**src/acx_pkg.sv**
```systemverilog
package acx_pkg;

   localparam int CSR_ADDR_W = 4;
   localparam int TERM_LAST  = 17;
   localparam int EXP_LAT    = 4 + 4 * (TERM_LAST - 1) + 1;
   localparam int N_W        = 23;

   localparam logic [31:0] RESET_A = 32'd167772;
   localparam logic [31:0] RESET_B = 32'd26843546;
   localparam logic [31:0] RESET_C = 32'd83886;
   localparam logic [31:0] RESET_D = 32'd16777216;

   localparam logic [32:0] LOG2E_Q32 = 33'h171547653;
   localparam logic [59:0] LN2_Q60   = 60'hB17217F7D1CF79B;
   localparam logic [63:0] ONE_Q60   = 64'h1000_0000_0000_0000;
   localparam logic [63:0] MAX47     = 64'h0000_7FFF_FFFF_FFFF;
   localparam logic [47:0] OUT_MAX   = 48'h7FFF_FFFF_FFFF;
   localparam logic [47:0] OUT_MIN   = 48'h8000_0000_0000;

   typedef enum logic [1:0] {
      CSR_AMPLITUDE_A = 2'd0,
      CSR_RATE_B      = 2'd1,
      CSR_COUPLING_C  = 2'd2,
      CSR_WIDTH_D     = 2'd3
   } csr_index_type;

   typedef struct packed {
      logic [31:0] amplitude_a;
      logic [31:0] rate_b;
      logic [31:0] coupling_c;
      logic [31:0] width_d;
   } cfg_type;

   typedef struct packed {
      logic        neg;
      logic        inf;
      logic [63:0] mag;
   } wv_type;

   typedef struct packed {
      logic        neg;
      logic [31:0] mag;
   } abs_type;

   typedef struct packed {
      logic        sat;
      logic [47:0] value;
   } emit_type;

   localparam wv_type WV_ONE = '{neg: 1'b0, inf: 1'b0, mag: 64'h1_0000_0000};

   function automatic abs_type sabs32(logic [31:0] v);
      abs_type r;
      r.neg = v[31];
      r.mag = v[31] ? (~v + 32'd1) : v;
      return r;
   endfunction

   function automatic wv_type neg_wv(wv_type a);
      wv_type r;
      r = a;
      if (a.inf || a.mag != 64'd0) r.neg = ~a.neg;
      return r;
   endfunction

   function automatic wv_type dbl_wv(wv_type a);
      wv_type r;
      r = a;
      if (!a.inf) begin
         if (a.mag[63]) begin
            r.inf = 1'b1;
            r.mag = '1;
         end else begin
            r.mag = {a.mag[62:0], 1'b0};
         end
      end
      return r;
   endfunction

   function automatic wv_type add_wv(wv_type a, wv_type b);
      wv_type     r;
      logic [64:0] s;
      r = '0;
      s = {1'b0, a.mag} + {1'b0, b.mag};
      if (a.inf) begin
         r = a;
      end else if (b.inf) begin
         r = b;
      end else begin
         if (a.neg == b.neg) begin
            r.neg = a.neg;
            if (s[64]) begin
               r.inf = 1'b1;
               r.mag = '1;
            end else begin
               r.mag = s[63:0];
            end
         end else if (a.mag >= b.mag) begin
            r.mag = a.mag - b.mag;
            r.neg = a.neg;
         end else begin
            r.mag = b.mag - a.mag;
            r.neg = b.neg;
         end
         if (!r.inf && r.mag == 64'd0) r.neg = 1'b0;
      end
      return r;
   endfunction

   function automatic emit_type emit_wv(wv_type v);
      emit_type    r;
      logic [63:0] m;
      r.sat = 1'b0;
      m = v.inf ? '1 : v.mag;
      if (!v.neg && m > MAX47) begin
         m = MAX47;
         r.sat = 1'b1;
      end
      if (v.neg && m > MAX47 + 64'd1) begin
         m = MAX47 + 64'd1;
         r.sat = 1'b1;
      end
      m = v.neg ? (64'd0 - m) : m;
      r.value = m[47:0];
      return r;
   endfunction

endpackage

```
**src/acx_csr.sv**
```systemverilog
module acx_csr (
   input  logic                             clock,
   input  logic                             reset,
   input  logic                             psel,
   input  logic                             penable,
   input  logic                             pwrite,
   input  logic [acx_pkg::CSR_ADDR_W-1:0]   paddr,
   input  logic [31:0]                      pwdata,
   output logic [31:0]                      prdata,
   output logic                             pready,
   output acx_pkg::cfg_type                 cfg
);

   acx_pkg::cfg_type      cfg_ff;
   acx_pkg::csr_index_type idx;
   logic                  wr;

   assign idx    = acx_pkg::csr_index_type'(paddr[3:2]);
   assign wr     = psel && penable && pwrite;
   assign pready = 1'b1;
   assign cfg    = cfg_ff;

   always_ff @(posedge clock) begin
      if (reset) begin
         cfg_ff.amplitude_a <= acx_pkg::RESET_A;
         cfg_ff.rate_b      <= acx_pkg::RESET_B;
         cfg_ff.coupling_c  <= acx_pkg::RESET_C;
         cfg_ff.width_d     <= acx_pkg::RESET_D;
      end else if (wr) begin
         case (idx)
            acx_pkg::CSR_AMPLITUDE_A: cfg_ff.amplitude_a <= pwdata;
            acx_pkg::CSR_RATE_B:      cfg_ff.rate_b      <= pwdata;
            acx_pkg::CSR_COUPLING_C:  cfg_ff.coupling_c  <= pwdata;
            acx_pkg::CSR_WIDTH_D:     cfg_ff.width_d     <= pwdata;
            default: ;
         endcase
      end
   end

   always_comb begin
      case (idx)
         acx_pkg::CSR_AMPLITUDE_A: prdata = cfg_ff.amplitude_a;
         acx_pkg::CSR_RATE_B:      prdata = cfg_ff.rate_b;
         acx_pkg::CSR_COUPLING_C:  prdata = cfg_ff.coupling_c;
         acx_pkg::CSR_WIDTH_D:     prdata = cfg_ff.width_d;
         default:                  prdata = 32'd0;
      endcase
   end

endmodule

```
**config.mk**
```make
export PLATFORM = sky130hd
export DESIGN_NAME = acx_csr
export DESIGN_NICKNAME = d
export VERILOG_FILES = /design/src/acx_pkg.sv /design/src/acx_csr.sv
export SDC_FILE = /design/constraint.sdc
export NUM_CORES = 1
export LEC_CHECK = 0
export BUFFER_PORTS_ARGS = -buffer_cell sky130_fd_sc_hd__buf_4
export CORE_MARGIN = 3
export CORE_UTILIZATION = 46
export DETAILED_ROUTE_END_ITERATION = 10
export GPL_ROUTABILITY_DRIVEN = 1
export PLACE_DENSITY = 0.77
export SLEW_MARGIN = 20
export SYNTH_ARGS = -nofsm -noshare
export SYNTH_HDL_FRONTEND = slang
export SYNTH_SLANG_ARGS = --single-unit
export TNS_END_PERCENT = 100
```
**constraint.sdc**
```tcl
create_clock -name clock -period 1 [get_ports clock]
set_input_delay 0.05 -clock clock [delete_from_list [all_inputs] [get_ports clock]]
set_output_delay 0.05 -clock clock [all_outputs]
set_load 0.01 [all_outputs]
```
---- Word level (Yosys, flattened, before mapping) ----
Cells that the tools add are included.
W data, S select, Z words.
operators by class
  equal/unequal tests ..................... 3
  mux-type cells .......................... 1
  reduce and logical (&&, ||, !) cells .... 7
operator list
  kind                  number
  $pmux W32 S4          1
  $reduce_and A2 Y1     4
  $eq A2 B2 Y1 const B  2
  $eq A2 B1 Y1 const B  1
  $logic_and A1 B1 Y1   2
  $logic_not A2 Y1      1
word-level totals
  flip-flop bits (word level) ............. 128
  bits of input ports ..................... 41
  logic and storage cells ................. 15

---- Longest topological paths before layout ----
  depth after elaboration ................. 3
  depth in mapped cells ................... 6

---- Worst setup path before layout ----
Ideal clock, no wire load.
  kind .................................... input port to output port
  from .................................... input paddr[2] (netlist bit)
  to ...................................... output prdata[10]
  arrival ................................. 1.002 ns
  data required time ...................... 0.950 ns
  setup slack ............................. -0.052 ns
  cell stages on the path ................. 3
  path buffers ............................ 2
  cell sequence ........................... buf_6 buf_2 mux4_2
on the way
  cells in the longest elaborated chain, start to end .. 2
RTL lines
  item                                        RTL line       source
  start: declaration                          acx_csr.sv:7   input logic [acx_pkg::CSR_ADDR_W-1:0] paddr,
  $eq A2 B2 Y1, or another cell as far along  acx_csr.sv:41  case (idx)
  $pmux W32 S4 (*)                            acx_csr.sv:41
  end: declaration                            acx_csr.sv:9   output logic [31:0] prdata,
Mark *: on every way between the ends. The rest lies on a longest branch, timed or not.

---- Final worst setup path ----
  from .................................... register cfg_ff (netlist bit cfg[96])
  to ...................................... output prdata[0]
on the way
  cells in the longest elaborated chain, start to end .. 1
RTL lines
  item                RTL line       source
  start: declaration  acx_csr.sv:14  acx_pkg::cfg_type cfg_ff;
  $pmux W32 S4        acx_csr.sv:41
Every way passes these cells.

==> results.sh <==
export IMPL_outcome="complete, but fails checks"
export IMPL_failed_checks="setup timing"
export IMPL_antenna_found_initial=0
export IMPL_post_dp_cell_area_um2=8460
export IMPL_yosys_area_share_simple=0.183
export IMPL_final_util=0.905
export IMPL_ir_drop_mv=1.28
export IMPL_drt_iter0_drc=522
export IMPL_period_share=1.47
export IMPL_num_antenna_cells=0
export IMPL_power_density_nw_per_um2=1190
export IMPL_hold_path_endpoint="cfg[38]"
export IMPL_finalSetupViolations=153
export IMPL_die_h_um=120
export IMPL_hold_depth=4
export IMPL_path_cells="mux4_2, buf_6"
export IMPL_ios=202
export IMPL_vias=6324
export IMPL_clock_fmax_mhz=679
export IMPL_rsz0062_at_grt="yes"
export IMPL_gr_total_overflow=0
export IMPL_clk_path_buf_depth=2
export IMPL_post_route_min_period_ps=1470
export IMPL_insertion_delay_ps=420
export IMPL_syn_inst=548
export IMPL_crit_required_ps=950
export IMPL_core_um2=12400
export IMPL_start_util=0.482
export IMPL_wl_per_cell_um=23.6
export IMPL_grt_usage=0.330
export IMPL_min_path_type="input pin to flip-flop"
export IMPL_grt_pass1_vias=6615
export IMPL_skew_ps=0
export IMPL_drive_above_1_share=0.616
export IMPL_cts_made_buffers=17
export IMPL_largest_reg_flops=128
export IMPL_die_w_um=120
export IMPL_finalInstanceArea_um2=11200
export IMPL_most_common_layout_cells="buf_6, dfxtp_2, mux2i_1"
export IMPL_ant_nets=0
export IMPL_gp_congestion=0.823
export IMPL_cap_violations=0
export IMPL_holdCritStartpoint="paddr[2]"
export IMPL_yosys_mux_area_fraction=0.299
export IMPL_r2r_start="cfg[20]"
export IMPL_ys_types=23
export IMPL_drc_errors=0
export IMPL_start_kind="flip-flop"
export IMPL_grt_pass1_wl_um=36700
export IMPL_cellLeakagePower_uw=0.00509
export IMPL_port_buffers=198
export IMPL_crit_start="cfg[96]"
export IMPL_cts_root_buf="clkbuf_16"
export IMPL_r2r_cells=5
export IMPL_final_nets=989
export IMPL_synth_fp_nets=589
export IMPL_hpwl_um=13100
export IMPL_synth_compound_area_frac=0.0369
export IMPL_r2r_end="cfg[20]"
export IMPL_slowest_delay_ps=510
export IMPL_synth_seq_cells=128
export IMPL_syn_area_per_cell_um2=10.9
export IMPL_synthToLayoutAreaGrowth_pct=87.5
export IMPL_maxSlewViolCount=0
export IMPL_worstSetupPathType="flip-flop to primary output"
export IMPL_h_tree_depth=4
export IMPL_dr_pass1_iters=5
export IMPL_synthAdderAreaFrac=0
export IMPL_rrSetupSlack_ps=20
export IMPL_crit_slowest_cell="mux4_2"
export IMPL_tightest_slew_ps=510
export IMPL_setup_slack_ps=-473
export IMPL_synth_area_um2=5960
export IMPL_fp_row_count=40
export IMPL_grt_max_degree=84
export IMPL_clock_sinks=128
export IMPL_layout_commonest_cell="buf_6"
export IMPL_worstPathMaxFanout=2
export IMPL_end_kind="primary output"
export IMPL_synth_xor_area_frac=0
export IMPL_whs_ps=162
export IMPL_relSlewSlack=0.660
export IMPL_die_area_um2=14400
export IMPL_synth_top_family_by_area="multiplexers"
export IMPL_drt_wl_total_um=26600
export IMPL_hold_viol_final=0
export IMPL_via_per_inst=5.61
export IMPL_cts_tree="yes"
export IMPL_seq_area_frac_synth=0.430
export IMPL_clk_pin_slew_ps=60
export IMPL_arrival_ps=1420
export IMPL_yosysWarnings=0
-- metal layers --
layer	up-vias	GRT usage	share of wire
met5	-	0	0
met4	0	0.156	0.046
met3	105	0.0697	0.063
met2	381	0.609	0.53
met1	3147	0.359	0.36
li1	2691	-	-
-- area by class of cell --
cell class              count  area (um^2)
multi-input cells         374         3130
repair buffers            427         4530
clock inverters             6          105
fillers                   473         1180
flip-flops and latches    128         2720
well taps                 168          210
clock buffers              25          485
-- report_power, final --
group | total, uW | internal [uW] | switching, uW
Sequential | 5240 | 5180 | 55.7
Combinational | 1670 | 920 | 746
Clock | 6430 | 4100 | 2340
-- through the flow --
step | instances | setup slack (ps) | TNS, ps | power, uW
5_1_grt | 1128 | -494 | -21250 | 13600
2_1_floorplan | 548 | 46.2 | 0 | 5970
6_report | 1128 | -473 | -18300 | 13300
4_1_cts | 1084 | -436 | -15800 | 13000
3_5_place_dp | 995 | -224 | -20450 | 6580
3_3_place_gp | 995 | -160 | -16430 | 6550
-- cells in the mapped netlist (all sizes together) --
cell type	count	area [um^2]
nand4	1	6.26
clkbuf	17	65.1
buf	29	240
nor3b	1	12.5
nor2b	22	138
conb	1	3.75
nand3b	1	7.51
mux2i	106	1060
or2	1	8.76
mux4	32	721
and3	2	12.5
nor3	1	10.0
o21ai	44	220
nor2	55	206
nand3	2	27.5
nand2b	104	651
dfxtp	128	2560
or3	1	11.3
-- logic make-up (layout without fill, tap and decap cells) --
group	after synthesis	count (layout)
other	1	1
buffers and inverters	46	458
flip-flops	128	128
multiplexers	138	138
AO/OA/AOI/OAI	44	44
AND/OR/NAND/NOR	191	191
-- worst max-delay path: cells and delay by family, from the launching register on --
kind	cells	cell delay (ps)
flip-flops	1	340
multiplexers	1	510
buffers and inverters	1	150
-- repair_timing --
item | in CTS | in global routing
setup buffers | 43 | 94
endpoints found under the hold margin | 108 | 0
hold buffers | 32 | 0
setup endpoints to repair | 135 | 158
gates resized for setup | 390 | 92
-- worst max-delay path by stage --
stage | to
after global placement | cfg[74]
after floorplan | prdata[10]
after CTS | prdata[3]
after global routing | prdata[0]
after detailed placement | cfg[70]
final | prdata[0]
Power figures use the tool's default switching activity.
