[config.mk]
export PLATFORM = sky130hd
export DESIGN_NAME = acx_delay
export DESIGN_NICKNAME = d
export VERILOG_FILES = /design/src/acx_delay.sv
export SDC_FILE = /design/constraint.sdc
export NUM_CORES = 1
export LEC_CHECK = 0
export BUFFER_PORTS_ARGS = -buffer_cell sky130_fd_sc_hd__buf_2
export CORE_MARGIN = 5
export CORE_UTILIZATION = 39
export CTS_CLUSTER_SIZE = 20
export DETAILED_ROUTE_END_ITERATION = 6
export PLACE_DENSITY = 0.76
export SLEW_MARGIN = 10
export SYNTH_ARGS = -nofsm -noshare
export SYNTH_HDL_FRONTEND = slang
export SYNTH_SLANG_ARGS = --single-unit
export TNS_END_PERCENT = 10
[constraint.sdc]
create_clock -name clock -period 0.8 [get_ports clock]
set_input_delay 0.08 -clock clock [delete_from_list [all_inputs] [get_ports clock]]
set_output_delay 0.08 -clock clock [all_outputs]
set_load 0.05 [all_outputs]
[src/acx_delay.sv]
module acx_delay #(
   parameter int W     = 32,
   parameter int DEPTH = 1
) (
   input  logic         clock,
   input  logic         en,
   input  logic [W-1:0] d,
   output logic [W-1:0] q
);

   logic [W-1:0] pipe_ff [DEPTH];

   always_ff @(posedge clock) begin
      if (en) begin
         pipe_ff[0] <= d;
         for (int i = 1; i < DEPTH; i++) pipe_ff[i] <= pipe_ff[i-1];
      end
   end

   assign q = pipe_ff[DEPTH-1];

endmodule

### Yosys cells after proc, flatten, opt, wreduce, memory -nomap -nowiden

Memories as Yosys holds them, arrays and structs flattened.
Index checks and enable logic that the tools add are counted.

* output and inout bits: 32
* latch bits: 0
* memories: 1
* memory bits (writable): 32
* logic and storage cells: 3
* register bits after elaboration: 0
* bits in read-only memories: 0

* reductions and logical operators: 0
* $add $sub $neg: 0
* $lt $le $gt $ge: 0
* bitwise operators: 0
* muxes and demuxes: 2
* shift-type cells: 0
* div/mod/pow operators: 0
* multipliers: 0
* eq/ne operators: 0

Memory list
* pipe_ff: words 1, bits a word 32, read ports 1, clocked after memory_dff 0, wr ports 1, RTL line 11 `logic [W-1:0] pipe_ff [DEPTH];`

Operators by type and width (number)
* two-way mux 1 bit: 2

### Longest topological paths before layout

Gate-level depths: netlist of run 1.

* depth after elaboration: 2
* gate-level depth with buffers: 0
* depth with buffers taken out: 0

### Least setup slack after synthesis of run 1

No wires, ideal clock.

* kind: reg-to-output
* start point: memory pipe_ff[0][0]
* end point: output port q[0]
* stages on the path, launching flop included: 1
* arrival time: 0.601 ns
* path slack: 0.119 ns
* buffers on the path: 0
* required time: 0.720 ns
* path through: edfxtp_1

* longest elaborated chain between the ends: 1

RTL lines
* start, declared: RTL line 11
* memory read (1 x 32 bit)
* end, declared: RTL line 8 `output logic [W-1:0] q`

No other way between the ends.

### Worst setup path after layout of run 1

* start point: memory pipe_ff[0][16]
* end point: output port q[16]

The elaborated chain is that of the path after synthesis.

==> flow_metrics.py, run 1 <==
metrics = {
    "status": {
        "run_status": "finished, violations left",
        "violated_checks": "setup timing",
    },
    "job": {
        "maxCapViolations": 0,
    },
    "synthesis": {
        "synth.lib_cells_used.distinct": 1,
        "edff_count_synth": 32,
        "synth_largest_area_cell": "sky130_fd_sc_hd__edfxtp_1",
        "average_cell_area_after_synthesis_um2": 30.0,
        "yosys_warnings": 0,
        "synth_area_leaders": "sky130_fd_sc_hd__edfxtp_1 (100%)",
        "synthesis.nets": 66,
        "synth-seq-cells": 32,
        "postSynth.asyncResetShare": 0,
        "synth.yosys.seq_area_share": 1.00,
        "yosys.cell_count.top_type": "sky130_fd_sc_hd__edfxtp_1",
        "synth_top_cell_area_share": 1.00,
        "mappedNetlistArea_um2": 961,
        "dominantRegCellSynth": "sky130_fd_sc_hd__edfxtp_1",
        "synthCells": 32,
        "synthTopCellsByCount": "sky130_fd_sc_hd__edfxtp_1 (32)",
    },
    "power_and_ir_drop": {
        "worst_ir_drop_vdd_v": 0.00166,
        "power-per-cell-area_mw_per_mm2": 1990,
        "p_leak_uw": 0.000816,
        "power.total_uw": 3840,
    },
    "worst_setup_path": {
        "worstPathCellList": "buf_6",
        "critPathLaunch": "pipe_ff[0][16]",
        "critPathMaxStageDelay_ns": 0.41,
        "cp_max_fo": 1,
        "cpMaxStageDelayCell": "sky130_fd_sc_hd__edfxtp_1",
        "cp_num_buf_inv": 1,
        "worstSetupPathType": "flip-flop to output port",
        "critPathLaunchType": "flip-flop",
        "cpLargestDelayFamily": "flip-flops",
        "timing.critical_path.arrival_ns": 0.89,
        "cp.required_ns": 0.72,
        "setup_crit_end_kind": "output port",
    },
    "drt": {
        "wl_per_cell_um": 14.4,
        "drt.antenna.violating_nets": 0,
        "drt-vias-per-instance": 4.27,
        "first_pass_iters": 3,
        "dr_total_vias": 722,
        "postRouteWirelength_um": 2430,
        "drc": 0,
        "detail_route.iter0.violations": 4,
    },
    "place": {
        "gp_congestion": 0.615,
        "number_of_buffers_added_on_ports": 65,
    },
    "final_layout": {
        "insertedDiodeCount": 0,
        "multi_input_cells": 0,
        "multiInputGateArea_um2": 0,
        "layout-drive-gt1-share": 0.518,
        "area_growth_pct": 101,
        "design.final.nets": 172,
        "largest_register_ffs": 32,
        "layout_top_registers": "pipe_ff: 32 flops",
        "largest_register": "pipe_ff",
        "final_core_utilization": 0.802,
    },
    "timing": {
        "fin_ws_ns": -0.174,
        "worst_pin_slew_ns": 0.112,
        "final_setup_violation_count": 32,
        "maxSlewViolCount": 0,
        "max-slew-margin-rel": 0.926,
        "hold_ws_ns": 0.178,
        "maxClockFrequency_mhz": 1030,
        "final.period_utilization": 1.22,
        "rsz0062_at_grt": "true",
        "finalHoldViolations": 0,
        "finalCriticalPeriod_ns": 0.974,
    },
    "die": {
        "starting_density": 0.399,
        "core_box_area_mm2": 0.00241,
        "num_io_pins": 66,
        "die-width_um": 59.6,
        "die_area_mm2": 0.00356,
        "cell_row_count": 18,
        "die_height_um": 59.6,
    },
    "cts": {
        "tritoncts": "done",
        "cts_buffers": 5,
        "cts.clk_slew.worst_paths_ns": 0.09,
        "cts_htree_levels": 2,
        "post_cts_buffers": 0,
        "clock_sinks": 32,
        "clock-root-buffer": "sky130_fd_sc_hd__clkbuf_4",
        "clk_path_buf_depth": 2,
    },
    "global_route": {
        "grt_start_max_net_pins": 18,
        "wire_length_of_the_first_global_routing_pass_um": 3640,
        "overflow": 0,
        "initial_antenna_violation_count": 0,
        "first_global_vias": 798,
        "global_route.usage.total": 0.152,
    },
    "min_path": {
        "min-delay-start": "en",
        "worst_hold_path_type": "input pin to flip-flop",
    },
}
layout by cell type, fill, tap and decap left out:
master	synthesis	routed
sky130_fd_sc_hd__buf_6	0	32
sky130_fd_sc_hd__buf_2	0	33
sky130_fd_sc_hd__buf_12	0	2
sky130_fd_sc_hd__clkbuf_4	0	5
sky130_fd_sc_hd__clkinv_1	0	1
sky130_fd_sc_hd__clkbuf_1	0	2
sky130_fd_sc_hd__edfxtp_1	32	32
sky130_fd_sc_hd__dlygate4sd3_1	0	32
worst paths after layout:
path                    endpoint  slack [ns]  depth (start not counted)
setup / recovery           q[16]       -0.17                          1
hold / removal    pipe_ff[0][29]        0.18                          2
final cells by class:
cell class | count | area (µm²)
fill | 131 | 477
clock buffer | 7 | 45.0
tap | 30 | 37.5
sequential | 32 | 961
timing repair buffer | 99 | 886
clock inverter | 1 | 3.75
timing repair:
item,4_1_cts,5_1_grt
resized for setup,64,0
endpoints found under the hold margin,32,0
hold buffers,32,0
endpoints found under the setup margin,32,32
cell families after synthesis:
group	synth area share
flip-flops	1.00
stage by stage:
step	instance area [µm²]	TNS (ns)	worst slack [ns]	instances
2_1_floorplan	961	0	0.119	32
3_3_place_gp	1360	0	0.126	129
3_5_place_dp	1360	0	0.120	129
4_1_cts	1930	-5.55	-0.203	169
5_1_grt	1930	-6.29	-0.228	169
6_report	1930	-4.83	-0.174	169
report_power, final:
group	leakage (µW)	internal, µW	switching (µW)	total [µW]
logic	0.000476	413	581	993
clock network	0.0000269	337	459	796
registers	0.000313	1990	60.7	2050
metal layers:
layer	share of wire	GRT usage	up-vias
met5	0	0	-
met4	0.017	0.0759	0
met3	0.085	0.0566	6
met2	0.58	0.275	36
met1	0.32	0.150	337
li1	-	-	343
(Power assumes the default switching activity.)
==> run 2: changes to the inputs <==
--- a/config.mk
+++ b/config.mk
@@ -6,7 +6,7 @@
 export NUM_CORES = 1
 export LEC_CHECK = 0
 export BUFFER_PORTS_ARGS = -buffer_cell sky130_fd_sc_hd__buf_2
-export CORE_MARGIN = 5
+export CORE_MARGIN = 2
 export CORE_UTILIZATION = 39
 export CTS_CLUSTER_SIZE = 20
 export DETAILED_ROUTE_END_ITERATION = 6
==> run 2 against run 1 <==
  * Highest routed layer unchanged
  * The flow still finishes with violations (setup timing)
  * Wire length up 6.0%
  * Final cell count down 1.2%
  * Combinational power about the same
==> flow_metrics.py, run 2 (synthesis results as in run 1) <==
metrics = {
    "place": {
        "gp_congestion": 0.647,
        "number_of_cells_after_detailed_placement": 127,
        "dpl_cell_area_mm2": 0.00136,
        "number_of_buffers_added_on_ports": 65,
    },
    "worst_setup_path": {
        "setup_crit_end_kind": "output port",
        "cpMaxStageDelayCell": "sky130_fd_sc_hd__edfxtp_1",
        "worstSetupPathType": "flip-flop to output port",
        "cpLargestDelayFamily": "flip-flops",
        "worstPathCellList": "buf_6",
        "critPathMaxStageDelay_ns": 0.43,
        "crit_cells": 1,
        "cp_max_fo": 1,
        "critPathLaunchType": "flip-flop",
        "cp.required_ns": 0.72,
        "timing.critical_path.arrival_ns": 0.93,
        "cp_num_buf_inv": 1,
    },
    "final_layout": {
        "final_core_utilization": 0.848,
        "commonest_cells_after_routing_fill_and_taps_aside": "sky130_fd_sc_hd__buf_2 (33), sky130_fd_sc_hd__dlygate4sd3_1 (32), sky130_fd_sc_hd__buf_6 (32), sky130_fd_sc_hd__edfxtp_1 (32), sky130_fd_sc_hd__clkbuf_4 (5)",
        "layout_top_registers": "pipe_ff: 32 flops",
        "final_instance_area_mm2": 0.00193,
        "largest_register_ffs": 32,
        "largest_register": "pipe_ff",
        "insertedDiodeCount": 0,
        "multiInputGateArea_um2": 0,
        "multi_input_cells": 0,
        "area_growth_pct": 101,
        "fin_cells": 167,
        "design.final.nets": 172,
        "filler_cell_count": 115,
        "layout-drive-gt1-share": 0.518,
        "layout.cells.most_common": "sky130_fd_sc_hd__buf_2",
    },
    "drt": {
        "drt-vias-per-instance": 4.34,
        "wl_per_cell_um": 15.4,
        "drc": 0,
        "postRouteWirelength_um": 2580,
        "dr_total_vias": 724,
        "first_pass_iters": 3,
        "drt.antenna.violating_nets": 0,
        "detail_route.iter0.violations": 6,
    },
    "status": {
        "run_status": "finished, violations left",
        "violated_checks": "setup timing",
    },
    "timing": {
        "rsz0062_at_grt": "true",
        "fin_ws_ns": -0.211,
        "maxSlewViolCount": 0,
        "worst_pin_slew_ns": 0.115,
        "final.period_utilization": 1.26,
        "max-slew-margin-rel": 0.923,
        "final_setup_violation_count": 32,
        "finalCriticalPeriod_ns": 1.01,
        "maxClockFrequency_mhz": 989,
        "finalHoldViolations": 0,
        "finalSetupTns_ns": -5.24,
    },
    "die": {
        "die-width_um": 53.6,
        "die_height_um": 53.6,
        "die_area_mm2": 0.00288,
        "cell_row_count": 17,
        "core_box_area_mm2": 0.00228,
        "num_io_pins": 66,
        "starting_density": 0.422,
    },
    "min_path": {
        "min_path_cells": 2,
        "worst_hold_path_type": "input pin to flip-flop",
        "min-delay-start": "en",
        "worst_hold_path_ep": "pipe_ff[0][16]",
    },
    "power_and_ir_drop": {
        "p_leak_uw": 0.000816,
        "power-per-cell-area_mw_per_mm2": 2010,
        "power.total_uw": 3870,
        "worst_ir_drop_vdd_v": 0.00163,
    },
    "cts": {
        "cts_buffers": 5,
        "clock_sinks": 32,
        "tritoncts": "done",
        "clk_path_buf_depth": 2,
        "cts.clk_slew.worst_paths_ns": 0.10,
        "clock-root-buffer": "sky130_fd_sc_hd__clkbuf_4",
        "cts_htree_levels": 2,
    },
    "global_route": {
        "first_global_vias": 832,
        "initial_antenna_violation_count": 0,
        "global_route.usage.total": 0.218,
        "grt_start_max_net_pins": 21,
        "wire_length_of_the_first_global_routing_pass_um": 3810,
        "overflow": 0,
    },
    "job": {
        "maxCapViolations": 0,
    },
}
-- run 2: routing by layer --
metal | track usage | routed length, µm
met5 | 0 | 0
met4 | 0.158 | 99
met3 | 0.0972 | 232
met2 | 0.424 | 1510
met1 | 0.157 | 734
-- run 2: per-stage QoR --
step,hold WS (ns),worst slack (ns)
CTS,0.143,-0.213
global placement,0.256,0.115
finish,0.159,-0.211
global route,0.148,-0.254
floorplan,0.179,0.119
detailed placement,0.258,0.107
-- run 2: cell type report --
cell class | count | area (µm²) | share of cell area
sequential | 32 | 961 | 0.498
timing repair buffer | 99 | 886 | 0.459
clock buffer | 7 | 45.0 | 0.0233
tap | 28 | 35.0 | 0.0181
clock inverter | 1 | 3.75 | 0.00194
-- run 2: worst max-delay path by stage --
stage          slack [ns]            from              to
6_report            -0.21   pipe_ff[0][5]            q[5]
5_1_grt             -0.25   pipe_ff[0][5]            q[5]
4_1_cts             -0.21  pipe_ff[0][18]           q[18]
3_5_place_dp         0.11              en   pipe_ff[0][8]
3_3_place_gp         0.11              en  pipe_ff[0][14]
2_1_floorplan        0.12   pipe_ff[0][0]            q[0]
-- run 2: timing repair --
| item | in CTS | in global routing |
|---|---|---|
| hold buffers | 32 | 0 |
| resized for setup | 64 | 0 |
| buffers inserted | 0 | 0 |
| endpoints found under the hold margin | 32 | 0 |
| setup endpoints to repair | 32 | 32 |
| pin swaps | 0 | 0 |
-- run 2: where the power goes --
group	switching [µW]	internal, µW	total (µW)	leakage (µW)
sequential	65.6	1990	2060	0.000313
clock	479	337	816	0.0000269
combinational	584	412	996	0.000476
